--- src/design/pbrw_pkg.sv ---
// ============================================================================
// pbrw_pkg: shared types and constants for the base relocation walker
// Holds the error codes, the field widths and the result struct that travels
// from the walker core to the output register.
// ============================================================================
package pbrw_pkg;

  localparam int unsigned WORD_W     = 32;
  localparam int unsigned BYTE_W     = 8;
  localparam int unsigned OFFSET_W   = 12;
  localparam int unsigned TYPE_W     = 4;
  localparam int unsigned PATCH_W    = WORD_W + 1;
  localparam int unsigned HDR_BYTES  = 8;
  localparam int unsigned HDR_CNT_W  = 3;

  // Entry types (upper nibble of a 16-bit entry)
  localparam logic [TYPE_W-1:0] TYPE_ABSOLUTE = 4'd0;
  localparam logic [TYPE_W-1:0] TYPE_DIR64    = 4'd10;

  // Configuration register indexes
  localparam logic CFG_DIRECTORY_SIZE = 1'b0;
  localparam logic CFG_IMAGE_SIZE     = 1'b1;

  typedef enum logic [1:0] {
    ERR_NONE       = 2'd0,
    ERR_BLOCK_SIZE = 2'd1,
    ERR_OUTSIDE    = 2'd2,
    ERR_TYPE       = 2'd3
  } err_code_t;

  typedef struct packed {
    logic               patch_valid;
    logic [PATCH_W-1:0] patch_offset;
    err_code_t          error_code;
    logic               done_res;
  } result_t;

endpackage

--- src/design/pe_base_relocation_walker_top.sv ---
// ============================================================================
// pe_base_relocation_walker_top: PE base relocation directory walker
// Streams the relocation directory a byte at a time and reports dir64 patch
// offsets, a sticky error code and directory completion for every byte.
// ============================================================================
//
//  channel | handshake            | payload
//  --------+----------------------+------------------------------------------
//  in      | in_valid / in_stall  | data_byte
//  out     | out_valid / out_stall| patch_valid, patch_offset, error_code,
//          |                      | done_res
//  cfg     | cfg_we               | cfg_index, cfg_data
//
//  One beat in, one beat out. A byte lands in the input register, is parsed
//  by the walker core once the output register is free, and its result is
//  written to the output register. One byte per cycle is sustained while
//  out_stall is low, and the walker core's state update sets that rate.
//  Synchronous reset returns the walker to expecting a block header with no
//  error and both size registers at zero. A stalled output holds its beat; the
//  input register then fills and in_stall rises until the output drains.
//
module pe_base_relocation_walker_top (
  input  logic                                clk,
  input  logic                                rst,
  // byte input channel
  input  logic                                in_valid,
  output logic                                in_stall,
  input  logic [pbrw_pkg::BYTE_W-1:0]         data_byte,
  // result channel
  output logic                                out_valid,
  input  logic                                out_stall,
  output logic                                patch_valid,
  output logic [pbrw_pkg::PATCH_W-1:0]        patch_offset,
  output logic [1:0]                          error_code,
  output logic                                done_res,
  // configuration writes
  input  logic                                cfg_we,
  input  logic                                cfg_index,
  input  logic [pbrw_pkg::WORD_W-1:0]         cfg_data
);
  import pbrw_pkg::*;

  logic [WORD_W-1:0] directory_size;
  logic [WORD_W-1:0] image_size;

  // input register
  logic              s1_valid;
  logic [BYTE_W-1:0] s1_byte;

  // output register
  result_t           out_res;
  result_t           walk_res;

  logic              out_free;   // output register can take a new beat
  logic              in_take;    // input beat accepted
  logic              s1_fire;    // held byte goes through the walker

  assign out_free = !out_valid || !out_stall;
  assign s1_fire  = s1_valid && out_free;
  assign in_stall = s1_valid && !out_free;
  assign in_take  = in_valid && !in_stall;

  always_ff @(posedge clk) begin
    if (rst) begin
      directory_size <= '0;
      image_size     <= '0;
    end else if (cfg_we) begin
      unique case (cfg_index)
        CFG_DIRECTORY_SIZE: directory_size <= cfg_data;
        CFG_IMAGE_SIZE:     image_size     <= cfg_data;
        default: ;
      endcase
    end
  end

  always_ff @(posedge clk) begin
    if (rst) begin
      s1_valid <= 1'b0;
    end else if (in_take) begin
      s1_valid <= 1'b1;
    end else if (s1_fire) begin
      s1_valid <= 1'b0;
    end
  end

  always_ff @(posedge clk) begin
    if (in_take) begin
      s1_byte <= data_byte;
    end
  end

  pbrw_walk u_walk (
    .clk            (clk),
    .rst            (rst),
    .go             (s1_fire),
    .data_byte      (s1_byte),
    .directory_size (directory_size),
    .image_size     (image_size),
    .res            (walk_res)
  );

  always_ff @(posedge clk) begin
    if (rst) begin
      out_valid <= 1'b0;
    end else if (out_free) begin
      out_valid <= s1_fire;
    end
  end

  always_ff @(posedge clk) begin
    if (s1_fire) begin
      out_res <= walk_res;
    end
  end

  assign patch_valid  = out_res.patch_valid;
  assign patch_offset = out_res.patch_offset;
  assign error_code   = out_res.error_code;
  assign done_res     = out_res.done_res;

  // a delivered patch never carries an error
  a_patch_no_err: assert property (@(posedge clk) disable iff (rst)
    out_valid && patch_valid |-> error_code == ERR_NONE)
    else $error("patch beat with error code set");

  // completion is only reported on a clean walk
  a_done_no_err: assert property (@(posedge clk) disable iff (rst)
    out_valid && done_res |-> error_code == ERR_NONE)
    else $error("done beat with error code set");

  // input back-pressure only comes from a blocked output register
  a_stall_cause: assert property (@(posedge clk) disable iff (rst)
    in_stall |-> out_valid && out_stall && s1_valid)
    else $error("input stalled while output can drain");

  // once an error is delivered, the next delivered beat keeps it
  a_err_sticky: assert property (@(posedge clk) disable iff (rst)
    out_valid && !out_stall && error_code != ERR_NONE && s1_valid |=>
      out_valid && error_code == $past(error_code))
    else $error("sticky error code changed");

endmodule

--- src/design/pbrw_walk.sv ---
// ============================================================================
// pbrw_walk: relocation directory parser core
// Holds the walk state and turns one directory byte into the next state and
// one result, combinationally.
// ============================================================================
module pbrw_walk (
  input  logic                          clk,
  input  logic                          rst,
  input  logic                          go,
  input  logic [pbrw_pkg::BYTE_W-1:0]   data_byte,
  input  logic [pbrw_pkg::WORD_W-1:0]   directory_size,
  input  logic [pbrw_pkg::WORD_W-1:0]   image_size,
  output pbrw_pkg::result_t             res
);
  import pbrw_pkg::*;

  logic                   in_header,         in_header_next;
  logic [HDR_CNT_W-1:0]   header_byte_count, header_byte_count_next;
  logic [WORD_W-1:0]      page_address,      page_address_next;
  logic [WORD_W-1:0]      block_bytes,       block_bytes_next;
  logic [WORD_W-1:0]      block_position,    block_position_next;
  logic [WORD_W-1:0]      total_consumed,    total_consumed_next;
  logic [BYTE_W-1:0]      held_low_byte,     held_low_byte_next;
  err_code_t              sticky_error,      sticky_error_next;

  logic                   finished;
  logic                   active;
  logic [WORD_W-1:0]      block_start;
  logic [PATCH_W-1:0]     block_end;
  logic [WORD_W-1:0]      pos_inc;
  logic [TYPE_W-1:0]      entry_type;
  logic [OFFSET_W-1:0]    entry_offset;
  logic [PATCH_W-1:0]     target;

  assign finished = (sticky_error == ERR_NONE) && in_header &&
                    (header_byte_count == '0) && (total_consumed == directory_size);
  assign active   = go && (sticky_error == ERR_NONE) && !finished;

  assign block_start  = total_consumed_next - WORD_W'(HDR_BYTES);
  assign block_end    = {1'b0, block_start} + {1'b0, block_bytes_next};
  assign pos_inc      = block_position + WORD_W'(1);
  assign entry_type   = data_byte[BYTE_W-1 -: TYPE_W];
  assign entry_offset = {data_byte[OFFSET_W-BYTE_W-1:0], held_low_byte};
  assign target       = {1'b0, page_address} + PATCH_W'(entry_offset);

  always_comb begin
    in_header_next         = in_header;
    header_byte_count_next = header_byte_count;
    page_address_next      = page_address;
    block_bytes_next       = block_bytes;
    block_position_next    = block_position;
    total_consumed_next    = total_consumed;
    held_low_byte_next     = held_low_byte;
    sticky_error_next      = sticky_error;
    res.patch_valid        = 1'b0;
    res.patch_offset       = '0;

    if (active) begin
      total_consumed_next = total_consumed + WORD_W'(1);
      if (in_header) begin
        // bytes 0..3 page address, 4..7 block size, little endian
        unique case (header_byte_count[1:0])
          2'd0: begin
            if (header_byte_count[2]) block_bytes_next[7:0]  = data_byte;
            else                      page_address_next[7:0] = data_byte;
          end
          2'd1: begin
            if (header_byte_count[2]) block_bytes_next[15:8]  = data_byte;
            else                      page_address_next[15:8] = data_byte;
          end
          2'd2: begin
            if (header_byte_count[2]) block_bytes_next[23:16]  = data_byte;
            else                      page_address_next[23:16] = data_byte;
          end
          default: begin
            if (header_byte_count[2]) block_bytes_next[31:24]  = data_byte;
            else                      page_address_next[31:24] = data_byte;
          end
        endcase
        if (header_byte_count == HDR_CNT_W'(HDR_BYTES - 1)) begin
          header_byte_count_next = '0;
          if ((block_bytes_next < WORD_W'(HDR_BYTES)) ||
              (block_end > {1'b0, directory_size})) begin
            sticky_error_next = ERR_BLOCK_SIZE;
          end else begin
            block_position_next = WORD_W'(HDR_BYTES);
            in_header_next      = (block_bytes_next == WORD_W'(HDR_BYTES));
          end
        end else begin
          header_byte_count_next = header_byte_count + HDR_CNT_W'(1);
        end
      end else begin
        // entries start at an even offset, so parity of position picks the half
        if (!block_position[0]) begin
          if (pos_inc != block_bytes) held_low_byte_next = data_byte;
        end else if (entry_type == TYPE_DIR64) begin
          if (target >= {1'b0, image_size}) begin
            sticky_error_next = ERR_OUTSIDE;
          end else begin
            res.patch_valid  = 1'b1;
            res.patch_offset = target;
          end
        end else if (entry_type != TYPE_ABSOLUTE) begin
          sticky_error_next = ERR_TYPE;
        end
        block_position_next = pos_inc;
        if ((sticky_error_next == ERR_NONE) && (pos_inc == block_bytes)) begin
          in_header_next         = 1'b1;
          header_byte_count_next = '0;
        end
      end
    end

    res.error_code = sticky_error_next;
    res.done_res   = (sticky_error_next == ERR_NONE) && in_header_next &&
                     (header_byte_count_next == '0) &&
                     (total_consumed_next == directory_size);
  end

  always_ff @(posedge clk) begin
    if (rst) begin
      in_header         <= 1'b1;
      header_byte_count <= '0;
      page_address      <= '0;
      block_bytes       <= '0;
      block_position    <= '0;
      total_consumed    <= '0;
      held_low_byte     <= '0;
      sticky_error      <= ERR_NONE;
    end else begin
      in_header         <= in_header_next;
      header_byte_count <= header_byte_count_next;
      page_address      <= page_address_next;
      block_bytes       <= block_bytes_next;
      block_position    <= block_position_next;
      total_consumed    <= total_consumed_next;
      held_low_byte     <= held_low_byte_next;
      sticky_error      <= sticky_error_next;
    end
  end

endmodule
--- config.mk ---
export PLATFORM = sky130hd
export DESIGN_NAME = pe_base_relocation_walker_top
export DESIGN_NICKNAME = d
export VERILOG_FILES = /design/src/design/pbrw_pkg.sv /design/src/design/pe_base_relocation_walker_top.sv /design/src/design/pbrw_walk.sv
export SDC_FILE = /design/constraint.sdc
export NUM_CORES = 1
export LEC_CHECK = 0
export ABC_CLOCK_PERIOD_IN_PS = 11450
export BUFFER_PORTS_ARGS = -buffer_cell sky130_fd_sc_hd__buf_4
export CAP_MARGIN = 20
export CORE_ASPECT_RATIO = 1.4
export CORE_MARGIN = 3
export CORE_UTILIZATION = 58
export CTS_CLUSTER_DIAMETER = 30
export DETAILED_ROUTE_END_ITERATION = 8
export GPL_TIMING_DRIVEN = 0
export PLACE_DENSITY = 0.8
export REMOVE_ABC_BUFFERS = 1
export SLEW_MARGIN = 15
export SYNTH_ARGS = -nofsm -noshare
export SYNTH_HDL_FRONTEND = slang
export SYNTH_SLANG_ARGS = --single-unit
export TNS_END_PERCENT = 30
--- constraint.sdc ---
create_clock -name clk -period 11.45 [get_ports clk]
set_clock_uncertainty 0.15 [all_clocks]
set_input_delay 1.145 -clock clk [delete_from_list [all_inputs] [get_ports clk]]
set_output_delay 1.145 -clock clk [all_outputs]
set_load 0.005 [all_outputs]
==> impl_metrics.toml <==
[cells_and_area]
syn_to_final_growth_pct = 14.9
drive_gt1_share_pct = 10.9
antennaDiodeCount = 0
num-fill-cells = 2351
postLayoutCoreUtil_pct = 68.0
nets = 2363

[hold_path]
hold_path.class = "flip-flop to flip-flop"

[yosys]
synth_seq_cells = 253
synth_flop_cell = "dfxtp_1"
synth_edf_count = 45
ys_seq_area_share_pct = 31.8
ys_warn_count = 0
synth_top_area_share_pct = 24.0
synth-async-reset-ratio_pct = 0
yosysUniqueCellTypes = 81
synth_top_cell_by_area = "dfxtp_1"
netlist_top_cells_count = "259 x nand2_1, 208 x dfxtp_1, 203 x a21oi_1, 168 x nor2_1, 137 x xnor2_1"
yosysMostFrequentCell = "nand2_1"
synth_area_mm2 = 0.0174
syn_inst = 2161
syn_area_per_cell_um2 = 8.03
synth.area.top_cells = "dfxtp_1 24%, ha_1 8.4%, edfxtp_1 7.8%"

[sta]
hold_viol = 0
period_needed_ps = 10690
tightest_slew_ps = 1180
finalSetupViolations = 0
rsz0062_at_grt = "false"
slew_violations = 0
relSlewSlack_pct = 21.1
worst_hold_slack_ps = 304
setup_tns_ps = 0
min_period_over_period_pct = 93.4
fmax_ghz = 0.0936

[pwr]
swShare_pct = 26.2
peakVddDrop_mv = 0.136
power_density_mw_per_mm2 = 132
seq_power_share_pct = 36.4
clkPwrFrac_pct = 56.4
finalPower_w = 0.00263
switchingPower_w = 0.000691
p_int_w = 0.00194
p_leak_nw = 8.14
p_comb_share_pct = 7.2

[worst_setup_path]
crit_arrival_ps = 10960
cp-end-kind = "flip-flop"
crit_path_max_fanout = 32
path_delay_family = "simple AND/OR/NAND/NOR gates"
crit_buf_inv = 4
critPathSlowestCell = "nor2_1"
worst-setup-path-type = "flip-flop to flip-flop"
cpPeakStageDelay_ps = 890
worst_setup_path_start_kind = "flip-flop"
cp_data_required_time_ps = 11720

[clock_network]
root_buffer = "clkbuf_16"
cts_hold_buf = 0
cts_buffers = 51
htreeDepth = 2
cts_tree = "built"
clkLatencyLatePin_ps = 560
cts_buffer_depth = 3
post_cts_resize_count = 0
clkTransAtPathRegs_ps = 50
post_cts_buffers = 0
cts_sinks = 253

[global_route]
use_met3_pct = 5.68
grt_max_degree = 116
grt_antenna_before_repair = 0
grt_use_met1_pct = 38.0
use_met2_pct = 57.4
grt_pass1_wl_um = 85600
grt-ovfl-total = 0
grt_pass1_vias = 16200
grtUsageTotal_pct = 32.8
grt_busiest_layer = "met2"

[run_status]
status = "finished, final reports clean"

[route]
drc = 0
wirelength_um = 54600
drtAntennaViolNets = 0
wl_per_cell_um = 20.9
firstDrtPassIters = 6
via_count = 16500
via_per_inst = 6.29
drt_iter0_markers = 1382

[job]
drv_cap = 0

[die]
core_mm2 = 0.0294
die-height_um = 211
initial_core_util_pct = 59.2
die-area_mm2 = 0.0321
die-width_um = 152
num_rows = 74
boundaryPins = 85

[place]
port-buffer-count = 84
gp_congestion = 0.972
hpwl_um = 40500
## cells by family (layout without fill, tap and decap cells)
kind of cell	Yosys count	after routing	share of synthesized area [%]
buffers and inverters	210	287	4.65
AO/OA/AOI/OAI	417	417	14.3
adder cells (fa/ha/maj)	119	119	8.66
AND/OR/NAND/NOR	892	892	26.1
flip-flops	253	253	31.8
multiplexers	55	55	3.44
XOR/XNOR	214	214	11.0
other	1	1	0.0216
## path summary, 6_finish.rpt
kind | startpoint | end | slack, ps | cells past startpoint
worst max-delay path | u_walk.header_byte_count[0] | u_walk.block_position[9] | 760 | 36
worst min-delay path | u_walk.page_address[31] | u_walk.page_address[31] | 300 | 2
worst max register to register | u_walk.header_byte_count[0] | u_walk.block_position[9] | 760 | 36
worst min register to register | u_walk.page_address[31] | u_walk.page_address[31] | 300 | 2
## per-stage QoR
stage          instances  setup slack (ps)  area (µm²)
2_1_floorplan       2054              1030       16900
6_report            2618               761       20000
3_3_place_gp        2518             -2270       18000
3_5_place_dp        2525               941       18200
4_1_cts             2618              1010       20000
5_1_grt             2618              15.4       20000
## worst min-delay path: stages (launching register included)
cell	delay [ps]
dfxtp_1	300
nand2_1	50
a21oi_1	50
## area by class of cell
type	count	area (µm²)	share of cell area (%)
Clock buffer	60	1390	6.99
Tap cell	380	475	2.38
Timing Repair Buffer	91	753	3.77
Clock inverter	33	353	1.77
Multi-Input combinational cell	1698	11100	55.5
Sequential cell	253	5520	27.6
Inverter	103	387	1.94
## power by group through the flow
stage	combinational, W	clock [W]	sequential (W)
2_1_floorplan	0.000104	0	0.000963
3_3_place_gp	0.000175	0	0.000975
3_5_place_dp	0.000185	0	0.000975
4_1_cts	0.000188	0.00150	0.000957
5_1_grt	0.000209	0.00154	0.000959
6_report	0.000190	0.00148	0.000959
## placed cells by master, fill, tap and decap left out, types with 5 or more instances in the layout
master / n
dfxtp_1: 208
buf_4: 85
nor2_1: 166
inv_8: 6
o21bai_1: 12
nor2b_1: 16
and2_1: 78
nand3b_1: 21
a21o_1: 29
clkinv_2: 6
ha_1: 117
inv_1: 103
nor3_1: 53
a21oi_1: 203
and4_1: 17
clkinv_8: 5
clkinv_4: 5
nand4_1: 49
nor4_1: 25
or2_2: 7
edfxtp_1: 45
o21ai_0: 74
o21a_1: 7
a31oi_1: 10
o22ai_1: 6
nand2b_1: 8
nor4b_1: 6
xnor2_1: 137
mux2i_1: 18
or4_1: 7
o221ai_1: 6
and3_1: 43
or3_1: 20
a211oi_1: 13
mux2_2: 37
clkbuf_16: 54
xor2_1: 74
o2111ai_1: 8
nand3_1: 91
nand2_1: 258
## sequential cells by signal, summed over array words and instances, names as in the netlist
name	cells
patch_offset	33
done_res	1
directory_size	32
s1_valid	1
u_walk.held_low_byte	8
patch_valid	1
u_walk.block_bytes	32
u_walk.header_byte_count	3
u_walk.page_address	32
u_walk.in_header	1
u_walk.total_consumed	32
image_size	32
s1_byte	8
out_valid	1
u_walk.block_position	32
u_walk.sticky_error	2
error_code	2
## layer usage
metal	vias up	wire, µm
met4	0	3410
li1	7705	-
met5	-	0
met1	7818	21200
met2	720	26400
met3	223	3660
Note: power is estimated with default switching activity, not from simulation.
